## config.mk

```make
export PLATFORM = sky130hd
export DESIGN_NAME = tccs_ctrl
export DESIGN_NICKNAME = d
export VERILOG_FILES = /design/src/sv/tccs_pkg.sv /design/src/sv/tccs_ctrl.sv
export SDC_FILE = /design/constraint.sdc
export NUM_CORES = 1
export LEC_CHECK = 0
export BUFFER_PORTS_ARGS = -buffer_cell sky130_fd_sc_hd__buf_2
export CORE_MARGIN = 4
export CORE_UTILIZATION = 45
export CTS_CLUSTER_DIAMETER = 50
export DETAILED_ROUTE_END_ITERATION = 8
export PLACE_DENSITY = 0.72
export SLEW_MARGIN = 20
export SYNTH_ARGS = -nofsm -noshare
export SYNTH_HDL_FRONTEND = slang
export SYNTH_SLANG_ARGS = --single-unit
```

## constraint.sdc

```tcl
create_clock -name clk -period 3.1 [get_ports clk]
set_input_delay 0.62 -clock clk [delete_from_list [all_inputs] [get_ports clk]]
set_output_delay 0.62 -clock clk [all_outputs]
set_load 0.1 [all_outputs]
```

## src/sv/tccs_pkg.sv

```systemverilog
// Shared types, codes and constants for the text console cursor/scroll engine.
package tccs_pkg;

  // Default screen geometry
  localparam int SCREEN_COLUMNS_DEF = 80;
  localparam int SCREEN_ROWS_DEF    = 25;

  // Field widths fixed by the interface
  localparam int KIND_W     = 2;
  localparam int CHAR_W     = 8;
  localparam int COLOUR_W   = 4;
  localparam int COORD_IN_W = 8;
  localparam int ADDR_IN_W  = 11;
  localparam int COL_OUT_W  = 7;
  localparam int ROW_OUT_W  = 5;
  localparam int LOC_OUT_W  = 11;
  localparam int CELL_W     = 16;
  localparam int CFG_IDX_W  = 1;

  // Item kinds
  localparam logic [KIND_W-1:0] KIND_PUT   = 2'd0;
  localparam logic [KIND_W-1:0] KIND_CLEAR = 2'd1;
  localparam logic [KIND_W-1:0] KIND_SET   = 2'd2;
  localparam logic [KIND_W-1:0] KIND_READ  = 2'd3;

  // Configuration register indexes
  localparam logic [CFG_IDX_W-1:0] CFG_BACKGROUND = 1'd0;
  localparam logic [CFG_IDX_W-1:0] CFG_FOREGROUND = 1'd1;

  // Character codes and cell words
  localparam logic [CHAR_W-1:0]   CH_BACKSPACE = 8'h08;
  localparam logic [CHAR_W-1:0]   CH_LINEFEED  = 8'h0A;
  localparam logic [CHAR_W-1:0]   CH_RETURN    = 8'h0D;
  localparam logic [CHAR_W-1:0]   CH_SPACE     = 8'h20;
  localparam logic [CHAR_W-1:0]   CH_LAST      = 8'h7F;
  localparam logic [COLOUR_W-1:0] COLOUR_WHITE = 4'hF;
  localparam logic [COLOUR_W-1:0] BG_RESET     = 4'h0;
  localparam logic [COLOUR_W-1:0] FG_RESET     = 4'hF;
  localparam logic [CELL_W-1:0]   BLANK_WORD   = 16'h0F20;

  typedef struct packed {
    logic [KIND_W-1:0]     kind;
    logic [CHAR_W-1:0]     char_code;
    logic [COLOUR_W-1:0]   clear_background;
    logic [COORD_IN_W-1:0] column_in;
    logic [COORD_IN_W-1:0] row_in;
    logic [ADDR_IN_W-1:0]  cell_address;
  } in_item_t;

  typedef struct packed {
    logic [COL_OUT_W-1:0] cursor_column;
    logic [ROW_OUT_W-1:0] cursor_row;
    logic [LOC_OUT_W-1:0] cursor_location;
    logic                 scrolled;
    logic [CELL_W-1:0]    cell_data;
  } out_item_t;

  // Colour settings handed to the sequencer
  typedef struct packed {
    logic [COLOUR_W-1:0] background;
    logic [COLOUR_W-1:0] foreground;
  } colours_t;

endpackage

```

## src/sv/tccs_ctrl.sv

```systemverilog
// Sequencer: cursor registers, put/clear/set/read handling, scroll copy and fill sweeps.
module tccs_ctrl #(
  parameter int SCREEN_COLUMNS = tccs_pkg::SCREEN_COLUMNS_DEF,
  parameter int SCREEN_ROWS    = tccs_pkg::SCREEN_ROWS_DEF,
  localparam int CELL_COUNT = SCREEN_COLUMNS * SCREEN_ROWS,
  localparam int ADDR_W     = $clog2(CELL_COUNT)
) (
  input  logic                        clk,
  input  logic                        rst_n,
  input  logic                        in_valid,
  input  tccs_pkg::in_item_t          in_item,
  output logic                        in_stall,
  input  tccs_pkg::colours_t          colours,
  output logic                        res_valid,
  output tccs_pkg::out_item_t         res_item,
  input  logic                        res_take,
  output logic                        mem_we,
  output logic [ADDR_W-1:0]           mem_waddr,
  output logic [tccs_pkg::CELL_W-1:0] mem_wdata,
  output logic                        mem_re,
  output logic [ADDR_W-1:0]           mem_raddr,
  input  logic [tccs_pkg::CELL_W-1:0] mem_rdata
);

  localparam int COL_W  = $clog2(SCREEN_COLUMNS);
  localparam int ROW_W  = $clog2(SCREEN_ROWS);
  localparam int COPY_N = CELL_COUNT - SCREEN_COLUMNS;

  localparam logic [COL_W-1:0]  COL_LAST  = COL_W'(SCREEN_COLUMNS - 1);
  localparam logic [ROW_W-1:0]  ROW_LAST  = ROW_W'(SCREEN_ROWS - 1);
  localparam logic [ADDR_W-1:0] CNT_LAST  = ADDR_W'(CELL_COUNT - 1);
  localparam logic [ADDR_W-1:0] COPY_LAST = ADDR_W'(COPY_N - 1);
  localparam logic [ADDR_W-1:0] COPY_END  = ADDR_W'(COPY_N);
  localparam logic [ADDR_W-1:0] ROW_SPAN  = ADDR_W'(SCREEN_COLUMNS);

  localparam int ST_W = 3;
  localparam logic [ST_W-1:0] S_INIT   = 3'd0;
  localparam logic [ST_W-1:0] S_IDLE   = 3'd1;
  localparam logic [ST_W-1:0] S_SCROLL = 3'd2;
  localparam logic [ST_W-1:0] S_FILL   = 3'd3;
  localparam logic [ST_W-1:0] S_RDWAIT = 3'd4;
  localparam logic [ST_W-1:0] S_DONE   = 3'd5;

  logic [ST_W-1:0]             state_r, state_nxt;
  logic [COL_W-1:0]            col_r, col_nxt;
  logic [ROW_W-1:0]            row_r, row_nxt;
  logic [ADDR_W-1:0]           cnt_r, cnt_nxt;
  logic                        pend_r, pend_nxt;
  logic [ADDR_W-1:0]           pend_addr_r, pend_addr_nxt;
  logic [tccs_pkg::CELL_W-1:0] fill_word_r, fill_word_nxt;
  logic                        scrolled_r, scrolled_nxt;
  logic [tccs_pkg::CELL_W-1:0] data_r, data_nxt;
  logic                        oob_r, oob_nxt;

  logic [ADDR_W-1:0] cur_addr;
  logic              printable;
  logic [COL_W-1:0]  put_col;
  logic [ROW_W-1:0]  put_row;
  logic              row_inc;
  logic              put_scroll;
  logic [COL_W-1:0]  set_col;
  logic [ROW_W-1:0]  set_row;
  logic              rd_oob;

  // Cursor cell index, shared by put writes and the location report
  assign cur_addr = ADDR_W'(row_r) * ROW_SPAN + ADDR_W'(col_r);

  assign printable = (in_item.char_code >= tccs_pkg::CH_SPACE) &&
                     (in_item.char_code <= tccs_pkg::CH_LAST);

  // Cursor motion of a put item
  always_comb begin
    put_col = col_r;
    row_inc = 1'b0;
    case (in_item.char_code)
      tccs_pkg::CH_BACKSPACE: begin
        if (col_r != '0) begin
          put_col = col_r - 1'b1;
        end
      end
      tccs_pkg::CH_RETURN: begin
        put_col = '0;
      end
      tccs_pkg::CH_LINEFEED: begin
        put_col = '0;
        row_inc = 1'b1;
      end
      default: begin
        if (printable) begin
          if (col_r == COL_LAST) begin
            put_col = '0;
            row_inc = 1'b1;
          end else begin
            put_col = col_r + 1'b1;
          end
        end
      end
    endcase
    put_scroll = row_inc && (row_r == ROW_LAST);
    put_row    = (row_inc && !put_scroll) ? row_r + 1'b1 : row_r;
  end

  // Clamp a set-cursor request to the screen
  assign set_col = (int'(in_item.column_in) > SCREEN_COLUMNS - 1) ?
                   COL_LAST : COL_W'(in_item.column_in);
  assign set_row = (int'(in_item.row_in) > SCREEN_ROWS - 1) ?
                   ROW_LAST : ROW_W'(in_item.row_in);
  assign rd_oob  = int'(in_item.cell_address) >= CELL_COUNT;

  assign in_stall = (state_r != S_IDLE);

  // Next state, memory port control
  always_comb begin
    state_nxt     = state_r;
    col_nxt       = col_r;
    row_nxt       = row_r;
    cnt_nxt       = cnt_r;
    pend_nxt      = 1'b0;
    pend_addr_nxt = pend_addr_r;
    fill_word_nxt = fill_word_r;
    scrolled_nxt  = scrolled_r;
    data_nxt      = data_r;
    oob_nxt       = oob_r;
    mem_we        = 1'b0;
    mem_waddr     = cnt_r;
    mem_wdata     = fill_word_r;
    mem_re        = 1'b0;
    mem_raddr     = cnt_r;
    res_valid     = 1'b0;
    case (state_r)
      S_INIT: begin
        mem_we    = 1'b1;
        mem_wdata = '0;
        if (cnt_r == CNT_LAST) begin
          cnt_nxt   = '0;
          state_nxt = S_IDLE;
        end else begin
          cnt_nxt = cnt_r + 1'b1;
        end
      end
      S_IDLE: begin
        if (in_valid) begin
          scrolled_nxt = 1'b0;
          data_nxt     = '0;
          cnt_nxt      = '0;
          case (in_item.kind)
            tccs_pkg::KIND_PUT: begin
              mem_we       = printable;
              mem_waddr    = cur_addr;
              mem_wdata    = {colours.background, colours.foreground, in_item.char_code};
              col_nxt      = put_col;
              row_nxt      = put_row;
              scrolled_nxt = put_scroll;
              state_nxt    = put_scroll ? S_SCROLL : S_DONE;
            end
            tccs_pkg::KIND_CLEAR: begin
              fill_word_nxt = {in_item.clear_background, tccs_pkg::COLOUR_WHITE,
                               tccs_pkg::CH_SPACE};
              col_nxt       = '0;
              row_nxt       = '0;
              state_nxt     = S_FILL;
            end
            tccs_pkg::KIND_SET: begin
              col_nxt   = set_col;
              row_nxt   = set_row;
              state_nxt = S_DONE;
            end
            default: begin
              mem_re    = 1'b1;
              mem_raddr = rd_oob ? '0 : ADDR_W'(in_item.cell_address);
              oob_nxt   = rd_oob;
              state_nxt = S_RDWAIT;
            end
          endcase
        end
      end
      S_SCROLL: begin
        // Read one row ahead, write the previous read back one row up
        if (pend_r) begin
          mem_we    = 1'b1;
          mem_waddr = pend_addr_r;
          mem_wdata = mem_rdata;
        end
        mem_re        = 1'b1;
        mem_raddr     = cnt_r + ROW_SPAN;
        pend_nxt      = 1'b1;
        pend_addr_nxt = cnt_r;
        if (cnt_r == COPY_LAST) begin
          cnt_nxt       = COPY_END;
          fill_word_nxt = tccs_pkg::BLANK_WORD;
          state_nxt     = S_FILL;
        end else begin
          cnt_nxt = cnt_r + 1'b1;
        end
      end
      S_FILL: begin
        // Drain the last copy write, then sweep the fill word
        if (pend_r) begin
          mem_we    = 1'b1;
          mem_waddr = pend_addr_r;
          mem_wdata = mem_rdata;
        end else begin
          mem_we = 1'b1;
          if (cnt_r == CNT_LAST) begin
            state_nxt = S_DONE;
          end else begin
            cnt_nxt = cnt_r + 1'b1;
          end
        end
      end
      S_RDWAIT: begin
        data_nxt  = oob_r ? '0 : mem_rdata;
        state_nxt = S_DONE;
      end
      S_DONE: begin
        res_valid = 1'b1;
        if (res_take) begin
          state_nxt = S_IDLE;
        end
      end
      default: begin
        state_nxt = S_IDLE;
      end
    endcase
  end

  // Result word seen by the output register
  always_comb begin
    res_item.cursor_column   = tccs_pkg::COL_OUT_W'(col_r);
    res_item.cursor_row      = tccs_pkg::ROW_OUT_W'(row_r);
    res_item.cursor_location = tccs_pkg::LOC_OUT_W'(cur_addr);
    res_item.scrolled        = scrolled_r;
    res_item.cell_data       = data_r;
  end

  // Control state
  always_ff @(posedge clk) begin
    if (!rst_n) begin
      state_r <= S_INIT;
      col_r   <= '0;
      row_r   <= '0;
      cnt_r   <= '0;
      pend_r  <= 1'b0;
    end else begin
      state_r <= state_nxt;
      col_r   <= col_nxt;
      row_r   <= row_nxt;
      cnt_r   <= cnt_nxt;
      pend_r  <= pend_nxt;
    end
  end

  // Payload registers
  always_ff @(posedge clk) begin
    pend_addr_r <= pend_addr_nxt;
    fill_word_r <= fill_word_nxt;
    scrolled_r  <= scrolled_nxt;
    data_r      <= data_nxt;
    oob_r       <= oob_nxt;
  end

endmodule

```

======== Yosys cells after proc, flatten, opt, wreduce, memory -nomap -nowiden ========
Cells that the tools add are included.
cells by class
  add/subtract/negate cells ............... 6
  $mul .................................... 1
  order comparisons ....................... 5
  equal/unequal tests ..................... 26
  muxes and demuxes ....................... 55
  bitwise operators ....................... 1
  reduce and logical (&&, ||, !) cells .... 24
operators with widths
  cell                                                               number
  two-way mux 16 bit                                                 8
  two-way mux 11 bit                                                 11
  one-hot mux 16 bit (2 select lines)                                2
  one-hot mux 16 bit (3 select lines)                                1
  one-hot mux 11 bit (2 select lines)                                2
  one-hot mux 11 bit (4 select lines)                                1
  two-way mux 7 bit                                                  4
  == test 8 x 4 -> 1 bit, second input constant                      3
  == test 11 bit, second input constant                              2
  two-way mux 3 bit                                                  7
  one-hot mux 7 bit (3 select lines)                                 1
  != test 2 bit, second input constant                               9
  one-hot mux 3 bit (6 select lines)                                 1
  one-hot mux 5 bit (3 select lines)                                 1
  one-hot mux 7 bit (2 select lines)                                 1
  AND reduction 4 bit                                                3
  adder 11 x 1 -> 11 bit, second input constant                      1
  adder 11 x 7 -> 11 bit                                             1
  adder 11 x 7 -> 11 bit, second input constant                      1
  greater-or-equal comparator 11 bit, second input constant          1
  two-way mux 5 bit                                                  2
  two-way mux 1 bit                                                  9
  one-hot mux 3 bit (3 select lines)                                 1
  greater-or-equal comparator 8 x 6 -> 1 bit, second input constant  1
  other kinds (34)                                                   44
storage, ports and cells
  bits in registers ....................... 72
  input port bits ......................... 69
  output and inout bits ................... 82
  logic and storage cells ................. 128

======== Longest topological paths before layout ========
Gate-level depths: netlist (run 1).
  word-level depth ........................ 9
  gate-level depth with buffers ........... 9
  depth with buffers taken out ............ 8

======== Least setup slack after synthesis (run 1) ========
No wires, ideal clock.
  path type ............................... reg-to-output
  start point ............................. register row_r[1]
  end point ............................... output port mem_waddr[8]
  data arrival time ....................... 6147 ps
  data required time ...................... 2480 ps
  setup slack ............................. -3667 ps
  stages on the path, launching flop included .. 7
  buffers on the path ..................... 0
  cell sequence ........................... dfxtp_1 -> ha_1 -> ha_1 -> fa_1 -> xnor2_1 -> a22oi_1 -> o21ai_0
RTL lines
  what                      line              RTL
  start: declaration        tccs_ctrl.sv:46   logic [ROW_W-1:0] row_r, row_nxt;
  start signal: assignment  tccs_ctrl.sv:247  row_r <= row_nxt;
  end: declaration          tccs_ctrl.sv:18   output logic [ADDR_W-1:0] mem_waddr,

======== Worst setup path in the final report (run 1) ========
  start point ............................. register row_r[3]
  end point ............................... output port mem_waddr[10]
on the way
  longest elaborated chain between the ends .. 5
RTL lines
  what                                 line              RTL
  multiplier 5 x 3 -> 7 bit            tccs_ctrl.sv:66   assign cur_addr = ADDR_W'(row_r) * ROW_SPAN + ADDR_W'(col_r);
  adder 11 x 7 -> 11 bit               tccs_ctrl.sv:66
  two-way mux 11 bit                   tccs_ctrl.sv:146  case (in_item.kind)
  two-way mux 11 bit                   tccs_ctrl.sv:142  if (in_valid) begin
  one-hot mux 11 bit (2 select lines)  tccs_ctrl.sv:130  case (state_r)
No other way between the ends.

==> flow_summary.toml, run 1 <==
[synthesis]
synth_ff_type = "edfxtp_1"
synthArstFlopShare = 0
seq_area_frac_synth = 0.3261
netlist_instances = 565
synth_top_area_frac = 0.2110
syn_area_mm2 = 0.004697
avgSynthCellArea_um2 = 8.313
yosys_warnings = 0
synth_cell_types = 77
synth_top_cell_by_area = "edfxtp_1"
syn_nets = 657
synth_most_common_cell = "nand2_1"
synth_edf_count = 33
yosys-top-cells-area = "edfxtp_1 21%, dfxtp_1 12%, ha_1 5.6%"
ys_ff_latch = 60
ys_top_cells_by_count = "55 x nand2_1, 42 x o21ai_0, 41 x nor2_1, 33 x edfxtp_1, 29 x nand3_1"

[sta]
min_period_ns = 3.472
setup_viol = 4
fin_ws_ns = -0.3721
tightestPinTransition_ns = 0.8776
fmax_ghz = 0.2880
final_hold_viol_count = 0
finalHoldWorstSlack_ns = 0.5465
clock_skew_ns = 0.01203
timing.final.crit_share = 1.120
relSlewSlack = 0.4143
rsz0062_at_grt = "true"
tns_ns = -0.8746
drv_slew = 0

[setup_path]
crit_family = "adder cells"
crit_path_end_kind = "output port"
reg2reg_to = "cnt_r[7]"
cpPeakStageDelay_ns = 0.39
reg2regPathDepth = 6
critPathSlowestCell = "a221o_4"
cp.buffers_inverters = 1
startpoint_type = "flip-flop"
worst_ep_required_time_ns = 2.48
worstReg2RegStart = "cnt_r[0]"
crit_top_cell = "ha_4"
ff2ff_setup_slack_ns = 0.58
crit_type = "reg -> out"
cp_max_fo = 2
path_cells = "ha_4 > ha_4 > fa_2 > xnor2_1 > nand4b_1 > xnor2_2 > xnor2_4 > a221o_4 > buf_12"
worstPathArrival_ns = 2.85

[pwr]
pwr-share-seq = 0.428
total_power_uw = 1957
pwr-share-clk = 0.444
p_leak_uw = 0.002705
combPwrFrac = 0.128
peakVddDrop_mv = 0.1900
p_int_uw = 1456
netSwitchingFraction = 0.2563
powerDensity_mw_per_mm2 = 280.4
switching_power_uw = 501.6

[drt]
num_vias = 5277
drt_iter0_markers = 561
drt_wl_total_um = 16730
ant_nets = 0
wire_per_inst_um = 19.54
drt_pass1_iterations = 5
drc = 0
via_per_inst = 6.165

[floorplanning]
fp-row-count = 37
ios = 151
die-width_um = 110.2
die_y_um = 110.2
initial_core_util = 0.4591
dieArea_mm2 = 0.01214
core_mm2 = 0.01023

[clock_network]
cts_tree = "built"
htreeDepth = 3
cts.clk_slew.worst_paths_ns = 0.07
cts-root-buf = "clkbuf_8"
clk_latency_ns = 0.35
cts.sinks = 60
cts_hold_buf = 0
numCtsBuffers = 9
clock_path_buffers = 2

[placement]
port_buffers = 150
hpwl_um = 12550
place.gp.congestion = 0.8973

[finish]
antenna_cells = 0
drive_above_1_share = 0.3931
nNetsFinal = 807
final_core_util = 0.6822
area_growth_syn_to_layout_pct = 48.59
fillCellCount = 804

[global_routing]
grt_max_degree = 23
gr-total-overflow = 0
grt_use_total = 0.2705
grt_pass1_wl_um = 25680
first_global_vias = 4976
antenna_found_initial = 0

[outcome]
violations = "setup timing"
status = "complete, but fails checks"

[min_path]
min_from = "in_item[30]"
whs_path_depth = 2
holdPathEnd = "fill_word_r[15]"
hold_class = "in -> reg"

[flow_run]
cap_violations = 0
-- what timing repair did --
action	in CTS	in global routing
endpoints found under the setup margin	4	20
pin swaps	3	6
endpoints found under the hold margin	0	0
setup buffers	3	3
gates resized for setup	14	6
-- cells by family (layout without fill, tap and decap cells) --
logic type	Yosys count	after routing	synth area share
flip-flops	60	60	0.3261
adder cells (fa/ha/maj)	23	23	0.06446
buffers and inverters	63	218	0.05674
multiplexers	3	3	0.006393
AND/OR/NAND/NOR	226	226	0.2587
XOR/XNOR	8	8	0.01492
AO/OA/AOI/OAI	182	182	0.2728
-- metrics by stage --
stage          std cells  worst slack (ns)  instance area [µm²]
2_1_floorplan        565           -0.6059                 5169
3_3_place_gp         835           0.05083                 6615
3_5_place_dp         835          -0.04410                 6615
4_1_cts              854           -0.3415                 6933
5_1_grt              856           -0.4165                 6979
6_report             856           -0.3721                 6979
-- layer usage --
layer,GRT usage,up-vias,routed length (µm)
li1,-,2438,-
met1,0.3642,2515,6939
met2,0.4432,284,7982
met3,0.04426,40,1455
met4,0.08883,0,348
met5,0,-,0
-- final cells by class --
cell class,instances,area [µm²],share of cell area
clock buffer,11,131.4,0.01882
sequential,60,1559,0.2234
inverter,21,92.59,0.01327
timing repair buffer,181,1550,0.2221
multi-input combinational,442,3376,0.4837
tap,136,170.2,0.02438
clock inverter,5,100.1,0.01434
-- state kept, by name (all words and copies together) (netlist names) --
name,count
oob_r,1
col_r,7
scrolled_r,1
pend_r,1
cnt_r,11
pend_addr_r,11
data_r,16
fill_word_r,4
state_r,3
row_r,5
-- placed cells by master, fill, tap and decap left out, types with 4 or more instances in the layout --
cell,n
nor3b_1,4
nand3_1,29
nand4_1,14
o31ai_1,9
ha_4,5
o21ai_0,23
a211oi_1,7
buf_12,37
a31oi_1,11
nor2_2,4
nor3_1,9
edfxtp_1,33
o211ai_1,4
nand2_1,53
a21o_1,8
nor2_4,7
a22oi_1,23
buf_4,28
a41oi_1,5
o22ai_1,4
nand3b_1,4
o21ai_2,4
nand2b_1,6
a22o_1,5
dfxtp_1,17
ha_1,16
nor2_1,32
o21ai_4,15
or3_1,5
a21oi_1,19
buf_2,113
and3_1,5
dfxtp_4,6
nand4b_1,6
inv_1,19
dfxtp_2,4
and2_1,22
clkbuf_8,9
-- worst max-delay path by stage --
stage / startpoint / endpoint / slack [ns] / cells past startpoint
6_report: row_r[3] / mem_waddr[10] / -0.37 / 9
5_1_grt: row_r[3] / mem_waddr[10] / -0.42 / 9
4_1_cts: row_r[3] / mem_waddr[10] / -0.34 / 9
3_5_place_dp: row_r[2] / mem_waddr[10] / -0.04 / 8
3_3_place_gp: row_r[2] / mem_waddr[10] / 0.05 / 8
2_1_floorplan: row_r[1] / mem_waddr[10] / -0.61 / 7
-- power by group through the flow --
| stage | logic, µW | clock network [µW] | registers (µW) |
|---|---|---|---|
| floorplan | 133 | 0 | 851 |
| global placement | 242 | 0 | 856 |
| detailed placement | 245 | 0 | 856 |
| CTS | 247 | 876 | 838 |
| global route | 265 | 904 | 838 |
| finish | 250 | 870 | 838 |
Power figures use the tool's default switching activity.
==> run 2, diff against run 1 <==
CORE_UTILIZATION = 52   (was 45)
PLACE_DENSITY = 0.81   (was 0.72)
==> flow_summary.toml, run 2 (synthesis gave the netlist of run 1 again) <==
[sta]
fmax_ghz = 0.2961
relSlewSlack = 0.4194
finalHoldWorstSlack_ns = 0.5530
min_period_ns = 3.378
clock_skew_ns = 0.008101
tightestPinTransition_ns = 0.8699
fin_ws_ns = -0.2778
drv_slew = 0
timing.final.crit_share = 1.090
final_hold_viol_count = 0
setup_viol = 4
rsz0062_at_grt = "true"

[drt]
ant_nets = 0
drt_iter0_markers = 476
wl_met3_um = 1390
via_per_inst = 6.464
num_vias = 5339
drt_pass1_iterations = 5
top_layer_used = "met4"
drc = 0
wire_per_inst_um = 19.78
route.met2.wl_um = 7840
met1Wirelength_um = 6609
drt_wl_total_um = 16340

[global_routing]
grt_max_degree = 24
first_global_vias = 5064
grt_pass1_wl_um = 25160
gr-total-overflow = 0
grt_use_total = 0.3031
antenna_found_initial = 0

[placement]
pre_cts_ws_ns = 0.004409
dpl_cell_area_mm2 = 0.006580
port_buffers = 150
place.gp.congestion = 0.9601
hpwl_um = 12530

[setup_path]
cp_max_fo = 2
startpoint_type = "flip-flop"
crit_path_end_kind = "output port"
crit_type = "reg -> out"
worst_ep_required_time_ns = 2.48
worstPathArrival_ns = 2.76

[finish]
layout_commonest_cell = "buf_2"
nNetsFinal = 805
drive_above_1_share = 0.3928
final_area_mm2 = 0.006905
regMostFlops = "data_r"
area_growth_syn_to_layout_pct = 47.02
largestRegisters = "data_r: 16 flops, cnt_r: 11 flops, pend_addr_r: 11 flops"
layout_common_cells = "113 x buf_2, 52 x nand2_1, 36 x buf_12, 33 x nor2_1, 33 x edfxtp_1"
largest_register_ffs = 16
antenna_cells = 0

[outcome]
status = "complete, but fails checks"
violations = "setup timing"

[clock_network]
cts_hold_buf = 0
cts.clk_slew.worst_paths_ns = 0.07
clk_latency_ns = 0.35
clock_path_buffers = 2
numCtsBuffers = 9
cts_tree = "built"
htreeDepth = 3
cts-root-buf = "clkbuf_8"
cts.sinks = 60

[floorplanning]
ios = 151
die_y_um = 103.0
dieArea_mm2 = 0.01062
fp-row-count = 34
core_mm2 = 0.008763
die-width_um = 103.0
initial_core_util = 0.5360

[flow_run]
cap_violations = 0

[pwr]
total_power_uw = 1858
p_leak_uw = 0.002669
peakVddDrop_mv = 0.2341
powerDensity_mw_per_mm2 = 269.0

[min_path]
hold_class = "in -> reg"
[run 2: cell types whose count changed in the layout (fill, tap and decap cells not counted), sizes merged]
cell,before,now
buf,181,178
bufinv,3,2
clkbuf,11,12
clkinvlp,0,1
[run 2: area by class of cell]
cell class / count / area, µm²
Tap cell: 108 / 135.1
Multi-Input combinational cell: 442 / 3385
Timing Repair Buffer: 179 / 1526
Sequential cell: 60 / 1559
Clock inverter: 5 / 76.32
Fill cell: 592 / 1858
Inverter: 21 / 92.59
Clock buffer: 11 / 131.4
[run 2: report_power, final]
part	leakage (µW)	switching, µW	total, µW	internal [µW]
logic	0.00206	155	248	93.2
clock network	0.000101	323	772	449
registers	0.000508	7.98	838	830
[run 2: timing repair]
item                                    in CTS  in global routing
pin swaps                                    4                  6
buffers inserted                             2                  3
cloned                                       0                  0
resized for setup                           15                  8
endpoints found under the setup margin       8                 20
[run 2: stage by stage]
stage	std cells	setup TNS [ns]	utilization
after floorplan	565	-2.131	-
after global placement	807	0	0.7509
after detailed placement	807	0	0.7509
after CTS	825	-0.5047	0.7848
after global routing	826	-0.9614	0.7880
final	826	-0.6719	0.7880
[run 2: critical path, cell delays in order (launching register included)]
cell	delay (ns)
dfxtp_4	0.36
ha_4	0.24
ha_4	0.16
fa_2	0.35
xnor2_2	0.15
nand4b_1	0.23
xnor2_2	0.27
xnor2_4	0.10
a221o_4	0.38
buf_12	0.17
[run 2: path summary, 6_finish.rpt]
kind / from / end / slack (ns) / cells past startpoint
setup / recovery: row_r[3] / mem_waddr[10] / -0.28 / 9
hold / removal: in_item[30] / fill_word_r[15] / 0.55 / 2
setup reg to reg: cnt_r[1] / cnt_r[7] / 0.58 / 6
hold reg to reg: cnt_r[1] / cnt_r[1] / 0.57 / 2
[run 2: metal layers]
metal / up-vias / track usage
met1: 2535 / 0.4006
li1: 2442 / -
met2: 315 / 0.4943
met5: - / 0
met3: 47 / 0.04601
met4: 0 / 0.1275
==> run 3, diff against run 2 <==
PLACE_DENSITY = 0.77   (was 0.81)
==> flow_summary.toml, run 3 (synthesis gave the netlist of run 1 again) <==
[finish]
layout_common_cells = "114 x buf_2, 53 x nand2_1, 36 x buf_12, 33 x nor2_1, 33 x edfxtp_1"
final_core_util = 0.7830
largestRegisters = "data_r: 16 flops, cnt_r: 11 flops, pend_addr_r: 11 flops"
nNetsFinal = 802
regMostFlops = "data_r"
fillCellCount = 590
final_area_mm2 = 0.006862
drive_above_1_share = 0.3866
area_growth_syn_to_layout_pct = 46.08
layout_commonest_cell = "buf_2"
antenna_cells = 0
largest_register_ffs = 16

[pwr]
netSwitchingFraction = 0.2615
p_int_uw = 1387
p_leak_uw = 0.002657
switching_power_uw = 491.2
powerDensity_mw_per_mm2 = 273.8
total_power_uw = 1879
peakVddDrop_mv = 0.3102
pwr-share-seq = 0.446
pwr-share-clk = 0.423
combPwrFrac = 0.131

[setup_path]
cpPeakStageDelay_ns = 0.38
critPathSlowestCell = "a221o_4"
endpoint = "mem_waddr[10]"
ff2ff_setup_slack_ns = 0.49
worstPathArrival_ns = 2.81
worst_ep_required_time_ns = 2.48
crit_top_cell = "ha_4"
path_cells = "ha_4 > ha_4 > fa_2 > xnor2_1 > nand4b_1 > xnor2_2 > xnor2_4 > a221o_4 > buf_12"
worstReg2RegStart = "cnt_r[0]"
reg2reg_to = "cnt_r[7]"
startpoint_type = "flip-flop"
crit_type = "reg -> out"
cp-startpoint = "row_r[3]"
crit_path_end_kind = "output port"
cp_max_fo = 2
reg2regPathDepth = 6

[drt]
wire_per_inst_um = 19.44
drc = 0
num_vias = 5299
ant_nets = 0
drt_wl_total_um = 15980
via_per_inst = 6.446
drt_iter0_markers = 373
drt_pass1_iterations = 6

[sta]
fmax_ghz = 0.2911
fin_ws_ns = -0.3350
final_hold_viol_count = 0
drv_slew = 0
min_period_ns = 3.435
clock_skew_ns = 0.008420
rsz0062_at_grt = "true"
setup_viol = 4
tightestPinTransition_ns = 0.8675
timing.final.crit_share = 1.108
relSlewSlack = 0.4210

[clock_network]
cts.clk_slew.worst_paths_ns = 0.07
numCtsBuffers = 9
cts_hold_buf = 0
htreeDepth = 3
clock_path_buffers = 2
cts.sinks = 60
cts-root-buf = "clkbuf_8"
cts_tree = "built"
clk_latency_ns = 0.34

[floorplanning]
ios = 151
fp-row-count = 34
dieArea_mm2 = 0.01062
die_y_um = 103.0
initial_core_util = 0.5360
die-width_um = 103.0
core_mm2 = 0.008763

[placement]
port_buffers = 150
place.gp.congestion = 0.8999
hpwl_um = 12240
dpl_cell_area_mm2 = 0.006573

[global_routing]
first_global_vias = 4963
grt_max_degree = 23
gr-total-overflow = 0
grt_pass1_wl_um = 24900
grt_use_total = 0.2982
antenna_found_initial = 0

[outcome]
status = "complete, but fails checks"
violations = "setup timing"

[min_path]
hold_class = "in -> reg"

[flow_run]
cap_violations = 0
run 3: layout make-up:
| class | count | area (µm²) | area share |
|---|---|---|---|
| repair buffers | 176 | 1490 | 0.2172 |
| well taps | 108 | 135.1 | 0.01969 |
| clock buffers | 10 | 137.6 | 0.02006 |
| clock inverters | 5 | 76.32 | 0.01112 |
| inverters | 21 | 92.59 | 0.01349 |
| flip-flops and latches | 60 | 1559 | 0.2272 |
| multi-input cells | 442 | 3371 | 0.4912 |
run 3: worst min path at each step:
stage	slack [ns]	depth (start not counted)	from	to
after floorplan	0.40	0	cnt_r[2]	pend_addr_r[2]
after global placement	0.56	2	cnt_r[1]	cnt_r[1]
after detailed placement	0.58	2	cnt_r[1]	cnt_r[1]
after CTS	0.55	2	in_item[28]	fill_word_r[13]
after global routing	0.55	2	in_item[28]	fill_word_r[13]
final	0.55	2	in_item[28]	fill_word_r[13]
run 3: power by group through the flow:
stage / sequential, µW / clock, µW / combinational, µW
CTS: 838 / 797 / 243
floorplan: 851 / 0 / 133
finish: 838 / 795 / 245
global placement: 856 / 0 / 237
global route: 838 / 841 / 261
detailed placement: 856 / 0 / 241
run 3: routing by layer:
metal / part of all wire / up-vias / track usage
met5: 0 / - / 0
met4: 0.026 / 0 / 0.1026
met3: 0.088 / 48 / 0.05683
met2: 0.48 / 283 / 0.4909
met1: 0.40 / 2533 / 0.3922
li1: - / 2435 / -
run 3: metrics by stage:
step	cells	hold slack, ns	setup slack [ns]	setup TNS [ns]
2_1_floorplan	565	0.4029	-0.6059	-2.131
3_3_place_gp	806	0.5611	0.05716	0
3_5_place_dp	806	0.5788	-0.01035	-0.01035
4_1_cts	821	0.5500	-0.2971	-0.5335
5_1_grt	822	0.5497	-0.4249	-0.9384
6_report	822	0.5544	-0.3350	-0.6112
run 3: critical path, delay by kind of cell (launching register included):
kind,cells,cell delay [ns]
AOI/OAI and AO/OA,1,0.38
xor gates and xnor gates,3,0.54
adders and majority gates,3,0.75
buffers and inverters,1,0.17
DFF,1,0.35
and+or+nand+nor,1,0.26
run 3: what timing repair did:
item                       in CTS  in global routing
gates cloned                    0                  0
setup endpoints to repair       5                 27
resized for setup              12                  3
pin swaps                       2                  1
buffers inserted                0                  1
